$ cat src/sv/rrp_pkg.sv
// ============================================================================
// rrp_pkg
// Shared constants, types and register codes of the Rademacher projection.
// ============================================================================
package rrp_pkg;

    localparam int IN_DIM  = 5;
    localparam int OUT_DIM = 3;

    localparam int SAMPLE_W = 16;
    localparam int ACC_W    = 20;
    localparam int SUM_W    = ACC_W + 1;
    localparam int SCALE_W  = 16;
    localparam int PROD_W   = ACC_W + SCALE_W;
    localparam int OUT_W    = 20;
    localparam int IDX_W    = 3;
    localparam int SIGN_W   = 64;
    localparam int SIGN_IDX_W = 6;
    localparam int POS_W    = (IN_DIM > 1) ? $clog2(IN_DIM) : 1;
    localparam int ROW_W    = (OUT_DIM > 1) ? $clog2(OUT_DIM) : 1;

    localparam int ACC_MAX = 524287;
    localparam int ACC_MIN = -524288;
    localparam int OUT_MAX = 262144;
    localparam int ROUND_HALF = 16384;
    localparam int FRAC_BITS  = 15;

    localparam logic [SCALE_W-1:0] SCALE_RESET = 16'd18919;

    // Configuration bus.
    localparam int CFG_DATA_W = 64;
    localparam int CFG_ADDR_W = 4;
    localparam logic REG_SIGN_BITS = 1'b0;
    localparam logic REG_SCALE_Q   = 1'b1;

    // Snapshot queue.
    localparam int QDEPTH = 2;
    localparam int QPTR_W = 1;
    localparam int QCNT_W = 2;

    typedef logic signed [ACC_W-1:0] acc_t;
    typedef acc_t [OUT_DIM-1:0] snap_t;

    typedef struct packed {
        logic [SIGN_W-1:0]  sign_bits;
        logic [SCALE_W-1:0] scale_q;
    } cfg_t;

    typedef struct packed {
        logic  push;
        snap_t data;
    } q_wr_t;

    typedef struct packed {
        logic full;
        logic empty;
    } q_stat_t;

endpackage

$ cat src/sv/rrp_if.sv
// ============================================================================
// rrp_if
// Valid/ready channels for input elements and for projected coordinates.
// ============================================================================
interface rrp_in_if;
    logic                                 valid;
    logic                                 ready;
    logic signed [rrp_pkg::SAMPLE_W-1:0]  sample;
    logic                                 vector_end;

    modport source (output valid, output sample, output vector_end, input ready);
    modport sink   (input valid, input sample, input vector_end, output ready);
endinterface

interface rrp_out_if;
    logic                               valid;
    logic                               ready;
    logic [rrp_pkg::IDX_W-1:0]          coord_index;
    logic signed [rrp_pkg::OUT_W-1:0]   projected;
    logic                               final_coord;

    modport source (output valid, output coord_index, output projected,
                    output final_coord, input ready);
    modport sink   (input valid, input coord_index, input projected,
                    input final_coord, output ready);
endinterface

$ cat src/sv/rrp_cfg.sv
// ============================================================================
// rrp_cfg
// APB register file holding the sign matrix and the output scale.
// ============================================================================
module rrp_cfg (
    input  logic                             clk,
    input  logic                             rst_n,
    input  logic                             psel,
    input  logic                             penable,
    input  logic                             pwrite,
    input  logic [rrp_pkg::CFG_ADDR_W-1:0]   paddr,
    input  logic [rrp_pkg::CFG_DATA_W-1:0]   pwdata,
    output logic [rrp_pkg::CFG_DATA_W-1:0]   prdata,
    output logic                             pready,
    output rrp_pkg::cfg_t                    cfg
);

    logic [rrp_pkg::SIGN_W-1:0]  sign_bits_reg;
    logic [rrp_pkg::SCALE_W-1:0] scale_q_reg;
    logic                        wr_en;
    logic                        reg_sel;

    assign pready  = 1'b1;
    // Registers sit on 8-byte boundaries, so bit 3 picks the register.
    assign reg_sel = paddr[3];
    assign wr_en   = psel && penable && pwrite && pready;

    always_ff @(posedge clk or negedge rst_n)
    begin
        if (!rst_n)
        begin
            sign_bits_reg <= '0;
            scale_q_reg   <= rrp_pkg::SCALE_RESET;
        end
        else if (wr_en)
        begin
            if (reg_sel == rrp_pkg::REG_SIGN_BITS)
            begin
                sign_bits_reg <= pwdata;
            end
            else
            begin
                scale_q_reg <= pwdata[rrp_pkg::SCALE_W-1:0];
            end
        end
    end

    always_comb
    begin
        case (reg_sel)
            rrp_pkg::REG_SIGN_BITS: prdata = sign_bits_reg;
            rrp_pkg::REG_SCALE_Q:
                prdata = {{(rrp_pkg::CFG_DATA_W-rrp_pkg::SCALE_W){1'b0}}, scale_q_reg};
            default:                prdata = '0;
        endcase
    end

    assign cfg.sign_bits = sign_bits_reg;
    assign cfg.scale_q   = scale_q_reg;

endmodule

$ cat src/sv/rrp_front.sv
// ============================================================================
// rrp_front
// Accepts elements and updates every accumulator in parallel; a vector's
// final element hands the finished sums to the queue and clears them.
// ============================================================================
module rrp_front (
    input  logic                             clk,
    input  logic                             rst_n,
    rrp_in_if.sink                           sample_ch,
    input  logic [rrp_pkg::SIGN_W-1:0]       sign_bits,
    input  rrp_pkg::q_stat_t                 q_stat,
    output rrp_pkg::q_wr_t                   q_wr
);

    logic [rrp_pkg::POS_W-1:0] pos_reg;
    logic [rrp_pkg::POS_W-1:0] pos_next;
    rrp_pkg::snap_t            acc_reg;
    rrp_pkg::snap_t            acc_next;
    rrp_pkg::snap_t            acc_upd;
    logic                      accept;

    // A whole word is taken only while a queue slot is free for its sums.
    assign sample_ch.ready = !q_stat.full;
    assign accept          = sample_ch.valid && sample_ch.ready;

    always_comb
    begin
        logic [rrp_pkg::SIGN_IDX_W-1:0] bit_idx;
        logic signed [rrp_pkg::SUM_W-1:0] smp;
        logic signed [rrp_pkg::SUM_W-1:0] sum;
        smp = rrp_pkg::SUM_W'(sample_ch.sample);
        for (int r = 0; r < rrp_pkg::OUT_DIM; r++)
        begin
            bit_idx = rrp_pkg::SIGN_IDX_W'(r * rrp_pkg::IN_DIM)
                    + rrp_pkg::SIGN_IDX_W'(pos_reg);
            if (sign_bits[bit_idx])
            begin
                sum = rrp_pkg::SUM_W'(acc_reg[r]) + smp;
            end
            else
            begin
                sum = rrp_pkg::SUM_W'(acc_reg[r]) - smp;
            end
            if (sum > rrp_pkg::SUM_W'(rrp_pkg::ACC_MAX))
            begin
                acc_upd[r] = rrp_pkg::ACC_W'(rrp_pkg::ACC_MAX);
            end
            else if (sum < rrp_pkg::SUM_W'(rrp_pkg::ACC_MIN))
            begin
                acc_upd[r] = rrp_pkg::ACC_W'(rrp_pkg::ACC_MIN);
            end
            else
            begin
                acc_upd[r] = sum[rrp_pkg::ACC_W-1:0];
            end
        end
    end

    always_comb
    begin
        acc_next = acc_reg;
        pos_next = pos_reg;
        if (accept)
        begin
            if (sample_ch.vector_end)
            begin
                acc_next = '0;
                pos_next = '0;
            end
            else
            begin
                acc_next = acc_upd;
                // Longer vectors wrap round to the first column.
                if (32'(pos_reg) + 1 >= rrp_pkg::IN_DIM)
                begin
                    pos_next = '0;
                end
                else
                begin
                    pos_next = pos_reg + 1'b1;
                end
            end
        end
    end

    always_ff @(posedge clk or negedge rst_n)
    begin
        if (!rst_n)
        begin
            acc_reg <= '0;
            pos_reg <= '0;
        end
        else
        begin
            acc_reg <= acc_next;
            pos_reg <= pos_next;
        end
    end

    assign q_wr.push = accept && sample_ch.vector_end;
    assign q_wr.data = acc_upd;

endmodule

$ cat src/sv/rrp_queue.sv
// ============================================================================
// rrp_queue
// Two-entry queue of finished accumulator sets between front and back.
// ============================================================================
module rrp_queue (
    input  logic                 clk,
    input  logic                 rst_n,
    input  rrp_pkg::q_wr_t       q_wr,
    input  logic                 pop,
    output rrp_pkg::q_stat_t     q_stat,
    output rrp_pkg::snap_t       head
);

    rrp_pkg::snap_t               slot_reg [rrp_pkg::QDEPTH];
    logic [rrp_pkg::QPTR_W-1:0]   wr_ptr_reg;
    logic [rrp_pkg::QPTR_W-1:0]   rd_ptr_reg;
    logic [rrp_pkg::QCNT_W-1:0]   cnt_reg;
    logic [rrp_pkg::QCNT_W-1:0]   cnt_next;
    logic                         do_push;
    logic                         do_pop;

    assign q_stat.full  = (cnt_reg == rrp_pkg::QCNT_W'(rrp_pkg::QDEPTH));
    assign q_stat.empty = (cnt_reg == '0);
    assign do_push      = q_wr.push && !q_stat.full;
    assign do_pop       = pop && !q_stat.empty;
    assign head         = slot_reg[rd_ptr_reg];

    always_comb
    begin
        cnt_next = cnt_reg;
        case ({do_push, do_pop})
            2'b10:   cnt_next = cnt_reg + 1'b1;
            2'b01:   cnt_next = cnt_reg - 1'b1;
            default: cnt_next = cnt_reg;
        endcase
    end

    always_ff @(posedge clk or negedge rst_n)
    begin
        if (!rst_n)
        begin
            wr_ptr_reg <= '0;
            rd_ptr_reg <= '0;
            cnt_reg    <= '0;
        end
        else
        begin
            cnt_reg <= cnt_next;
            if (do_push)
            begin
                wr_ptr_reg <= wr_ptr_reg + 1'b1;
            end
            if (do_pop)
            begin
                rd_ptr_reg <= rd_ptr_reg + 1'b1;
            end
        end
    end

    always_ff @(posedge clk)
    begin
        if (do_push)
        begin
            slot_reg[wr_ptr_reg] <= q_wr.data;
        end
    end

endmodule

$ cat src/sv/rrp_back.sv
// ============================================================================
// rrp_back
// Walks queued sums one coordinate a cycle, unless the output stalls, through
// a magnitude, multiply and round/saturate pipeline into the output register.
// ============================================================================
module rrp_back (
    input  logic                          clk,
    input  logic                          rst_n,
    input  logic [rrp_pkg::SCALE_W-1:0]   scale_q,
    input  rrp_pkg::q_stat_t              q_stat,
    input  rrp_pkg::snap_t                head,
    output logic                          pop,
    rrp_out_if.source                     result_ch
);

    localparam logic [rrp_pkg::ROW_W-1:0] LAST_ROW = rrp_pkg::ROW_W'(rrp_pkg::OUT_DIM - 1);

    logic [rrp_pkg::ROW_W-1:0]   row_reg;
    logic                        adv;
    logic                        issue;
    rrp_pkg::acc_t               sel_acc;

    logic                        s1_valid_reg;
    logic [rrp_pkg::ACC_W-1:0]   s1_mag_reg;
    logic                        s1_neg_reg;
    logic [rrp_pkg::ROW_W-1:0]   s1_row_reg;
    logic                        s1_last_reg;

    logic                        s2_valid_reg;
    logic [rrp_pkg::PROD_W-1:0]  s2_prod_reg;
    logic                        s2_neg_reg;
    logic [rrp_pkg::ROW_W-1:0]   s2_row_reg;
    logic                        s2_last_reg;

    logic                        out_valid_reg;
    logic [rrp_pkg::IDX_W-1:0]   out_idx_reg;
    logic signed [rrp_pkg::OUT_W-1:0] out_val_reg;
    logic                        out_last_reg;
    logic signed [rrp_pkg::OUT_W-1:0] out_val_next;

    // The whole pipeline moves together whenever the output slot frees up.
    assign adv     = !out_valid_reg || result_ch.ready;
    assign issue   = adv && !q_stat.empty;
    assign pop     = issue && (row_reg == LAST_ROW);
    assign sel_acc = head[row_reg];

    always_comb
    begin
        logic [rrp_pkg::PROD_W-1:0] rnd;
        logic [rrp_pkg::PROD_W-1:0] mag;
        rnd = s2_prod_reg + rrp_pkg::PROD_W'(rrp_pkg::ROUND_HALF);
        mag = rnd >> rrp_pkg::FRAC_BITS;
        if (mag > rrp_pkg::PROD_W'(rrp_pkg::OUT_MAX))
        begin
            mag = rrp_pkg::PROD_W'(rrp_pkg::OUT_MAX);
        end
        if (s2_neg_reg)
        begin
            out_val_next = -$signed(mag[rrp_pkg::OUT_W-1:0]);
        end
        else
        begin
            out_val_next = $signed(mag[rrp_pkg::OUT_W-1:0]);
        end
    end

    always_ff @(posedge clk or negedge rst_n)
    begin
        if (!rst_n)
        begin
            row_reg       <= '0;
            s1_valid_reg  <= 1'b0;
            s2_valid_reg  <= 1'b0;
            out_valid_reg <= 1'b0;
        end
        else if (adv)
        begin
            if (issue)
            begin
                row_reg <= pop ? '0 : row_reg + 1'b1;
            end
            s1_valid_reg  <= issue;
            s2_valid_reg  <= s1_valid_reg;
            out_valid_reg <= s2_valid_reg;
        end
    end

    always_ff @(posedge clk)
    begin
        if (adv)
        begin
            s1_neg_reg  <= sel_acc[rrp_pkg::ACC_W-1];
            s1_mag_reg  <= sel_acc[rrp_pkg::ACC_W-1] ? rrp_pkg::ACC_W'(-sel_acc)
                                                     : rrp_pkg::ACC_W'(sel_acc);
            s1_row_reg  <= row_reg;
            s1_last_reg <= (row_reg == LAST_ROW);

            s2_prod_reg <= rrp_pkg::PROD_W'(s1_mag_reg) * rrp_pkg::PROD_W'(scale_q);
            s2_neg_reg  <= s1_neg_reg;
            s2_row_reg  <= s1_row_reg;
            s2_last_reg <= s1_last_reg;

            out_val_reg  <= out_val_next;
            out_idx_reg  <= rrp_pkg::IDX_W'(s2_row_reg);
            out_last_reg <= s2_last_reg;
        end
    end

    assign result_ch.valid       = out_valid_reg;
    assign result_ch.coord_index = out_idx_reg;
    assign result_ch.projected   = out_val_reg;
    assign result_ch.final_coord = out_last_reg;

endmodule

$ cat src/sv/rademacher_random_projection.sv
// ============================================================================
// rademacher_random_projection
// Streamed random projection with a configurable sign matrix and Q1.15 scale.
// ============================================================================
// Throughput: one element per cycle while the queue has room; each vector
// yields OUT_DIM results, one per cycle unless the output stalls, from a back
// end fed by a two-entry queue of finished sums.
// Input stalls only while both queue slots hold vectors not yet popped.
// Reset clears accumulators, column position, queue and pipeline; the sign
// matrix resets to zero and the scale to 18919.
module rademacher_random_projection (
    input  logic                             clk,
    input  logic                             rst_n,
    rrp_in_if.sink                           sample_ch,
    rrp_out_if.source                        result_ch,
    input  logic                             psel,
    input  logic                             penable,
    input  logic                             pwrite,
    input  logic [rrp_pkg::CFG_ADDR_W-1:0]   paddr,
    input  logic [rrp_pkg::CFG_DATA_W-1:0]   pwdata,
    output logic [rrp_pkg::CFG_DATA_W-1:0]   prdata,
    output logic                             pready
);

    rrp_pkg::cfg_t     cfg;
    rrp_pkg::q_wr_t    q_wr;
    rrp_pkg::q_stat_t  q_stat;
    rrp_pkg::snap_t    head;
    logic              pop;

    rrp_cfg u_cfg (
        .clk     (clk),
        .rst_n   (rst_n),
        .psel    (psel),
        .penable (penable),
        .pwrite  (pwrite),
        .paddr   (paddr),
        .pwdata  (pwdata),
        .prdata  (prdata),
        .pready  (pready),
        .cfg     (cfg)
    );

    rrp_front u_front (
        .clk       (clk),
        .rst_n     (rst_n),
        .sample_ch (sample_ch),
        .sign_bits (cfg.sign_bits),
        .q_stat    (q_stat),
        .q_wr      (q_wr)
    );

    rrp_queue u_queue (
        .clk    (clk),
        .rst_n  (rst_n),
        .q_wr   (q_wr),
        .pop    (pop),
        .q_stat (q_stat),
        .head   (head)
    );

    rrp_back u_back (
        .clk       (clk),
        .rst_n     (rst_n),
        .scale_q   (cfg.scale_q),
        .q_stat    (q_stat),
        .head      (head),
        .pop       (pop),
        .result_ch (result_ch)
    );

endmodule

$ cat src/flat_wrapper.sv
// flat-port wrapper written by rule: the top's interface ports become plain ports
module rademacher_random_projection_flat 
  (clk, rst_n, psel, penable, pwrite, paddr, pwdata, prdata, pready, sample_ch_valid, sample_ch_sample, sample_ch_vector_end, sample_ch_ready, result_ch_valid, result_ch_coord_index, result_ch_projected, result_ch_final_coord, result_ch_ready);
  rrp_in_if sample_ch_i ();
  rrp_out_if result_ch_i ();
  input  logic clk;
  input  logic rst_n;
  input  logic psel;
  input  logic penable;
  input  logic pwrite;
  input  logic [rrp_pkg::CFG_ADDR_W-1:0] paddr;
  input  logic [rrp_pkg::CFG_DATA_W-1:0] pwdata;
  output logic [rrp_pkg::CFG_DATA_W-1:0] prdata;
  output logic pready;
  input wire logic [$bits(sample_ch_i.valid)-1:0] sample_ch_valid;
  input wire logic [$bits(sample_ch_i.sample)-1:0] sample_ch_sample;
  input wire logic [$bits(sample_ch_i.vector_end)-1:0] sample_ch_vector_end;
  output wire logic [$bits(sample_ch_i.ready)-1:0] sample_ch_ready;
  output wire logic [$bits(result_ch_i.valid)-1:0] result_ch_valid;
  output wire logic [$bits(result_ch_i.coord_index)-1:0] result_ch_coord_index;
  output wire logic [$bits(result_ch_i.projected)-1:0] result_ch_projected;
  output wire logic [$bits(result_ch_i.final_coord)-1:0] result_ch_final_coord;
  input wire logic [$bits(result_ch_i.ready)-1:0] result_ch_ready;
  assign sample_ch_i.valid = sample_ch_valid;
  assign sample_ch_i.sample = sample_ch_sample;
  assign sample_ch_i.vector_end = sample_ch_vector_end;
  assign sample_ch_ready = sample_ch_i.ready;
  assign result_ch_valid = result_ch_i.valid;
  assign result_ch_coord_index = result_ch_i.coord_index;
  assign result_ch_projected = result_ch_i.projected;
  assign result_ch_final_coord = result_ch_i.final_coord;
  assign result_ch_i.ready = result_ch_ready;
  rademacher_random_projection u_core (.clk(clk), .rst_n(rst_n), .sample_ch(sample_ch_i), .result_ch(result_ch_i), .psel(psel), .penable(penable), .pwrite(pwrite), .paddr(paddr), .pwdata(pwdata), .prdata(prdata), .pready(pready));
endmodule
$ cat config.mk
export PLATFORM = sky130hd
export DESIGN_NAME = rademacher_random_projection_flat
export DESIGN_NICKNAME = d
export VERILOG_FILES = /design/src/sv/rrp_pkg.sv /design/src/sv/rrp_if.sv /design/src/sv/rrp_cfg.sv /design/src/sv/rrp_front.sv /design/src/sv/rrp_queue.sv /design/src/sv/rrp_back.sv /design/src/sv/rademacher_random_projection.sv /design/src/flat_wrapper.sv
export SDC_FILE = /design/constraint.sdc
export NUM_CORES = 1
export LEC_CHECK = 0
export ABC_CLOCK_PERIOD_IN_PS = 7300
export BUFFER_PORTS_ARGS = -buffer_cell sky130_fd_sc_hd__buf_2
export CAP_MARGIN = 20
export CORE_ASPECT_RATIO = 0.7
export CORE_MARGIN = 2
export CORE_UTILIZATION = 45
export CTS_CLUSTER_SIZE = 16
export DETAILED_ROUTE_END_ITERATION = 8
export HOLD_SLACK_MARGIN = 0.12
export MAX_ROUTING_LAYER = met4
export PLACE_DENSITY = 0.62
export SYNTH_ARGS = -nofsm -noshare
export SYNTH_HDL_FRONTEND = slang
export SYNTH_HIERARCHICAL = 1
export SYNTH_SLANG_ARGS = --single-unit
$ cat constraint.sdc
create_clock -name clk -period 7.3 [get_ports clk]
set_input_delay 1.46 -clock clk [delete_from_list [all_inputs] [get_ports clk]]
set_output_delay 1.46 -clock clk [all_outputs]
set_load 0.03 [all_outputs]
==> impl_metrics.prom <==
# TYPE chip_impl_metric gauge
chip_impl_metric{name="num_vias",unit=""} 21900
chip_impl_metric{name="worst_setup_hold_path_clk_slew",unit="ps"} 60
chip_impl_metric{name="syn_avg_cell_area",unit="um^2"} 10.4
chip_impl_metric{name="finalWirelength",unit="um"} 81000
chip_impl_metric{name="floorplan.die.height",unit="um"} 222
chip_impl_metric{name="max_slew.worst_pin.slew",unit="ps"} 1070
chip_impl_metric{name="synth_cells",unit=""} 2925
chip_impl_metric{name="detailedPlacementHpwl",unit="um"} 62100
chip_impl_metric{name="grt_pass1_vias",unit=""} 22400
chip_impl_metric{name="final_nets",unit=""} 3591
chip_impl_metric{name="synth_edf_count",unit=""} 193
chip_impl_info{name="clock_tree.root_cell",value="sky130_fd_sc_hd__clkbuf_16"} 1
chip_impl_metric{name="clk_latency",unit="ps"} 580
chip_impl_metric{name="crit_path_max_incr_delay",unit="ps"} 780
chip_impl_metric{name="synth_seq_area_share",unit=""} 0.315
chip_impl_metric{name="synth_seq_cells",unit=""} 345
chip_impl_metric{name="final_layout_size_suffix_gt1_frac",unit=""} 0.175
chip_impl_metric{name="post_cts.repair.setup_buffers",unit=""} 0
chip_impl_metric{name="critical_path_arrival",unit="ps"} 7180
chip_impl_metric{name="final.setup_skew",unit="ps"} 32.9
chip_impl_metric{name="period_share",unit=""} 0.943
chip_impl_metric{name="cts_sinks",unit=""} 345
chip_impl_metric{name="final_period_minus_worst_setup_slack",unit="ps"} 6880
chip_impl_metric{name="finalMaxSlewViolations",unit=""} 0
chip_impl_metric{name="post_synthesis_instance_area",unit="um^2"} 30500
chip_impl_info{name="crit_top_cell",value="sky130_fd_sc_hd__fa_1"} 1
chip_impl_metric{name="grt_pass1_wl",unit="um"} 127000
chip_impl_info{name="slowest_cell_on_crit_path",value="sky130_fd_sc_hd__edfxtp_1"} 1
chip_impl_metric{name="cap_violations",unit=""} 0
chip_impl_metric{name="port_buffers",unit=""} 177
chip_impl_metric{name="worst-r2r-setup-slack",unit="ps"} 420
chip_impl_metric{name="routed_length_per_placed_instance",unit="um"} 20.3
chip_impl_metric{name="timing.setup.tns",unit="ps"} 0
chip_impl_metric{name="cts_hold_repair.buffers",unit=""} 0
chip_impl_metric{name="num-fill-cells",unit=""} 5982
chip_impl_metric{name="starting_utilization_of_the_core_area",unit=""} 0.457
chip_impl_metric{name="detailedRoute.firstIterationViolations",unit=""} 1823
chip_impl_metric{name="finalSetupViolCount",unit=""} 0
chip_impl_metric{name="ctsLongestPathBuffers",unit=""} 3
chip_impl_metric{name="post-route-drc-count",unit=""} 0
chip_impl_metric{name="synth_fp_nets",unit=""} 3445
chip_impl_info{name="critical_path.startpoint_type",value="register"} 1
chip_impl_metric{name="ys_types",unit=""} 103
chip_impl_metric{name="design.core.area",unit="um^2"} 66700
chip_impl_metric{name="die-width",unit="um"} 315
chip_impl_info{name="final_common_cell",value="sky130_fd_sc_hd__nand2_1"} 1
chip_impl_info{name="rsz_0062_raised_after_global_routing",value="no"} 1
chip_impl_info{name="critical_path.endpoint_type",value="register"} 1
chip_impl_metric{name="syn2layout_area_growth",unit="%"} 10.0
chip_impl_info{name="cts_tree",value="built"} 1
chip_impl_metric{name="die_area",unit="um^2"} 69800
chip_impl_metric{name="multi_input_logic_area",unit="um^2"} 18900
chip_impl_metric{name="register_area",unit="um^2"} 9610
chip_impl_metric{name="worstPathRequired",unit="ps"} 7590
chip_impl_metric{name="fmaxAchievable",unit="MHz"} 145
chip_impl_metric{name="grt_max_degree",unit=""} 105
chip_impl_metric{name="synth_async_sr_flop_share",unit=""} 0.441
chip_impl_info{name="crit_chain",value="buf_4 -> and2_1 -> fa_1 -> fa_1 -> fa_1 -> fa_1 -> fa_1 -> inv_1 -> fa_1 -> inv_1 -> ha_1 -> nand4_1 -> nor2_1 -> nand4_1 -> o21ai_0 -> buf_4 -> o211ai_1 -> a211oi_1 -> o41ai_1 -> xnor2_1"} 1
chip_impl_metric{name="tritoncts.num_buffers",unit=""} 39
chip_impl_metric{name="num_rows",unit=""} 79
chip_impl_metric{name="h-tree-depth",unit=""} 2
chip_impl_info{name="postSynth.topFlopCell",value="sky130_fd_sc_hd__edfxtp_1"} 1
chip_impl_metric{name="drtPass1Iterations",unit=""} 6
chip_impl_info{name="layout.cells.most_common_list",value="sky130_fd_sc_hd__nand2_1 (344), sky130_fd_sc_hd__inv_1 (322), sky130_fd_sc_hd__fa_1 (252)"} 1
chip_impl_metric{name="critical_path.max_fanout",unit=""} 13
chip_impl_metric{name="postCtsResizedCells",unit=""} 0
chip_impl_metric{name="antenna_found_initial",unit=""} 2
chip_impl_metric{name="global_route.usage.total",unit=""} 0.239
chip_impl_metric{name="top_level_ports",unit=""} 183
chip_impl_metric{name="grt-ovfl-total",unit=""} 0
chip_impl_metric{name="place.gp.congestion",unit=""} 0.944
chip_impl_metric{name="number_of_flip_flops_under_the_largest_register_name",unit=""} 120
chip_impl_info{name="class_of_the_worst_hold_path",value="register to register"} 1
chip_impl_metric{name="slew_headroom",unit=""} 0.286
chip_impl_metric{name="drt.antenna.violating_nets",unit=""} 0
chip_impl_metric{name="report.final.hold_viol_count",unit=""} 0
chip_impl_metric{name="synth.yosys.warnings",unit=""} 6
chip_impl_metric{name="drt-vias-per-instance",unit=""} 5.48
chip_impl_info{name="setup.worst_path.class",value="register to register"} 1
chip_impl_info{name="result_of_the_run",value="completed"} 1
cell type report:
| cell class | instances | area share |
|---|---|---|
| diodes | 2 | 0.000149 |
| clock buffers | 56 | 0.0322 |
| clock inverters | 15 | 0.00384 |
| inverters | 325 | 0.0364 |
| multi-input cells | 2107 | 0.563 |
| flip-flops and latches | 345 | 0.287 |
| well taps | 891 | 0.0332 |
| repair buffers | 253 | 0.0446 |
worst max-delay path: cells and delay by family, from the launching register on:
family,cells,cell delay [ps]
AO/OA/AOI/OAI,4,840
XOR/XNOR,1,140
adder cells (fa/ha/maj),7,3600
buffers and inverters,4,500
flip-flops,1,780
AND/OR/NAND/NOR,4,710
cells in the mapped netlist (13+ instances only):
cell type	number	area [um^2]
sky130_fd_sc_hd__o21bai_1	13	97.6
sky130_fd_sc_hd__nor2b_1	58	363
sky130_fd_sc_hd__mux2i_1	33	330
sky130_fd_sc_hd__a31oi_1	27	169
sky130_fd_sc_hd__inv_1	322	1210
sky130_fd_sc_hd__mux2_2	48	541
sky130_fd_sc_hd__nand2_1	345	1290
sky130_fd_sc_hd__dfrtp_1	143	3580
sky130_fd_sc_hd__fa_1	252	5040
sky130_fd_sc_hd__ha_1	176	2200
sky130_fd_sc_hd__nor3_1	29	145
sky130_fd_sc_hd__maj3_1	21	210
sky130_fd_sc_hd__o31ai_1	19	143
sky130_fd_sc_hd__nand2b_1	19	119
sky130_fd_sc_hd__mux2_4	120	1800
sky130_fd_sc_hd__a21oi_1	128	641
sky130_fd_sc_hd__nand3_1	32	160
sky130_fd_sc_hd__o21ai_0	121	606
sky130_fd_sc_hd__nand4_1	14	87.6
sky130_fd_sc_hd__and3_1	18	113
sky130_fd_sc_hd__buf_2	15	75.1
sky130_fd_sc_hd__a21o_1	30	225
sky130_fd_sc_hd__nor2_1	101	379
sky130_fd_sc_hd__or3_1	17	106
sky130_fd_sc_hd__and2_1	153	957
sky130_fd_sc_hd__clkbuf_1	101	379
sky130_fd_sc_hd__edfxtp_1	193	5800
sky130_fd_sc_hd__a211oi_1	13	97.6
sky130_fd_sc_hd__xor2_1	63	552
sky130_fd_sc_hd__xnor2_1	102	893
sky130_fd_sc_hd__buf_6	14	158
layer usage:
metal,up-vias,global-route usage,share of wire
met5,-,-,0
met2,781,0.337,0.42
met3,97,0.0632,0.090
li1,10100,-,-
met4,0,0.0464,0.017
met1,10900,0.345,0.47
stage by stage:
| step | util | instances | hold WS [ps] | worst slack, ps | instance area, um^2 |
|---|---|---|---|---|---|
| 2_1_floorplan | - | 2925 | 400 | 1110 | 30500 |
| 3_3_place_gp | 0.484 | 3916 | 406 | 531 | 32300 |
| 6_report | 0.503 | 3994 | 420 | 419 | 33500 |
| 4_1_cts | 0.502 | 3987 | 421 | 416 | 33500 |
| 3_5_place_dp | 0.484 | 3916 | 406 | 483 | 32300 |
| 5_1_grt | 0.503 | 3994 | 429 | 13.6 | 33500 |
final timing paths:
check / startpoint / endpoint / cells past startpoint
min in group asynchronous: rst_n / u_core/u_front/acc_reg[25] / 1
setup / recovery: u_core/u_back/s1_mag_reg[9] / u_core/u_back/s2_prod_reg[35] / 20
max in group asynchronous: rst_n / u_core/u_queue/rd_ptr_reg / 2
hold reg to reg: u_core/u_back/s2_row_reg[1] / u_core/u_back/result_ch.coord_index[1] / 0
hold / removal: u_core/u_back/s2_row_reg[1] / u_core/u_back/result_ch.coord_index[1] / 0
setup reg to reg: u_core/u_back/s1_mag_reg[9] / u_core/u_back/s2_prod_reg[35] / 20
kinds of logic after synthesis:
logic type,after synthesis,share of synthesized area
and+or+nand+nor,822,0.133
adders and majority gates,453,0.246
xor gates and xnor gates,169,0.0502
DFF,345,0.315
muxes,210,0.0944
AOI/OAI and AO/OA,451,0.0943
buffers and inverters,473,0.0665
other,2,0.000246
Power is not shown: default switching activity piles up to over one toggle a cycle in this logic, so the estimate is an artifact.
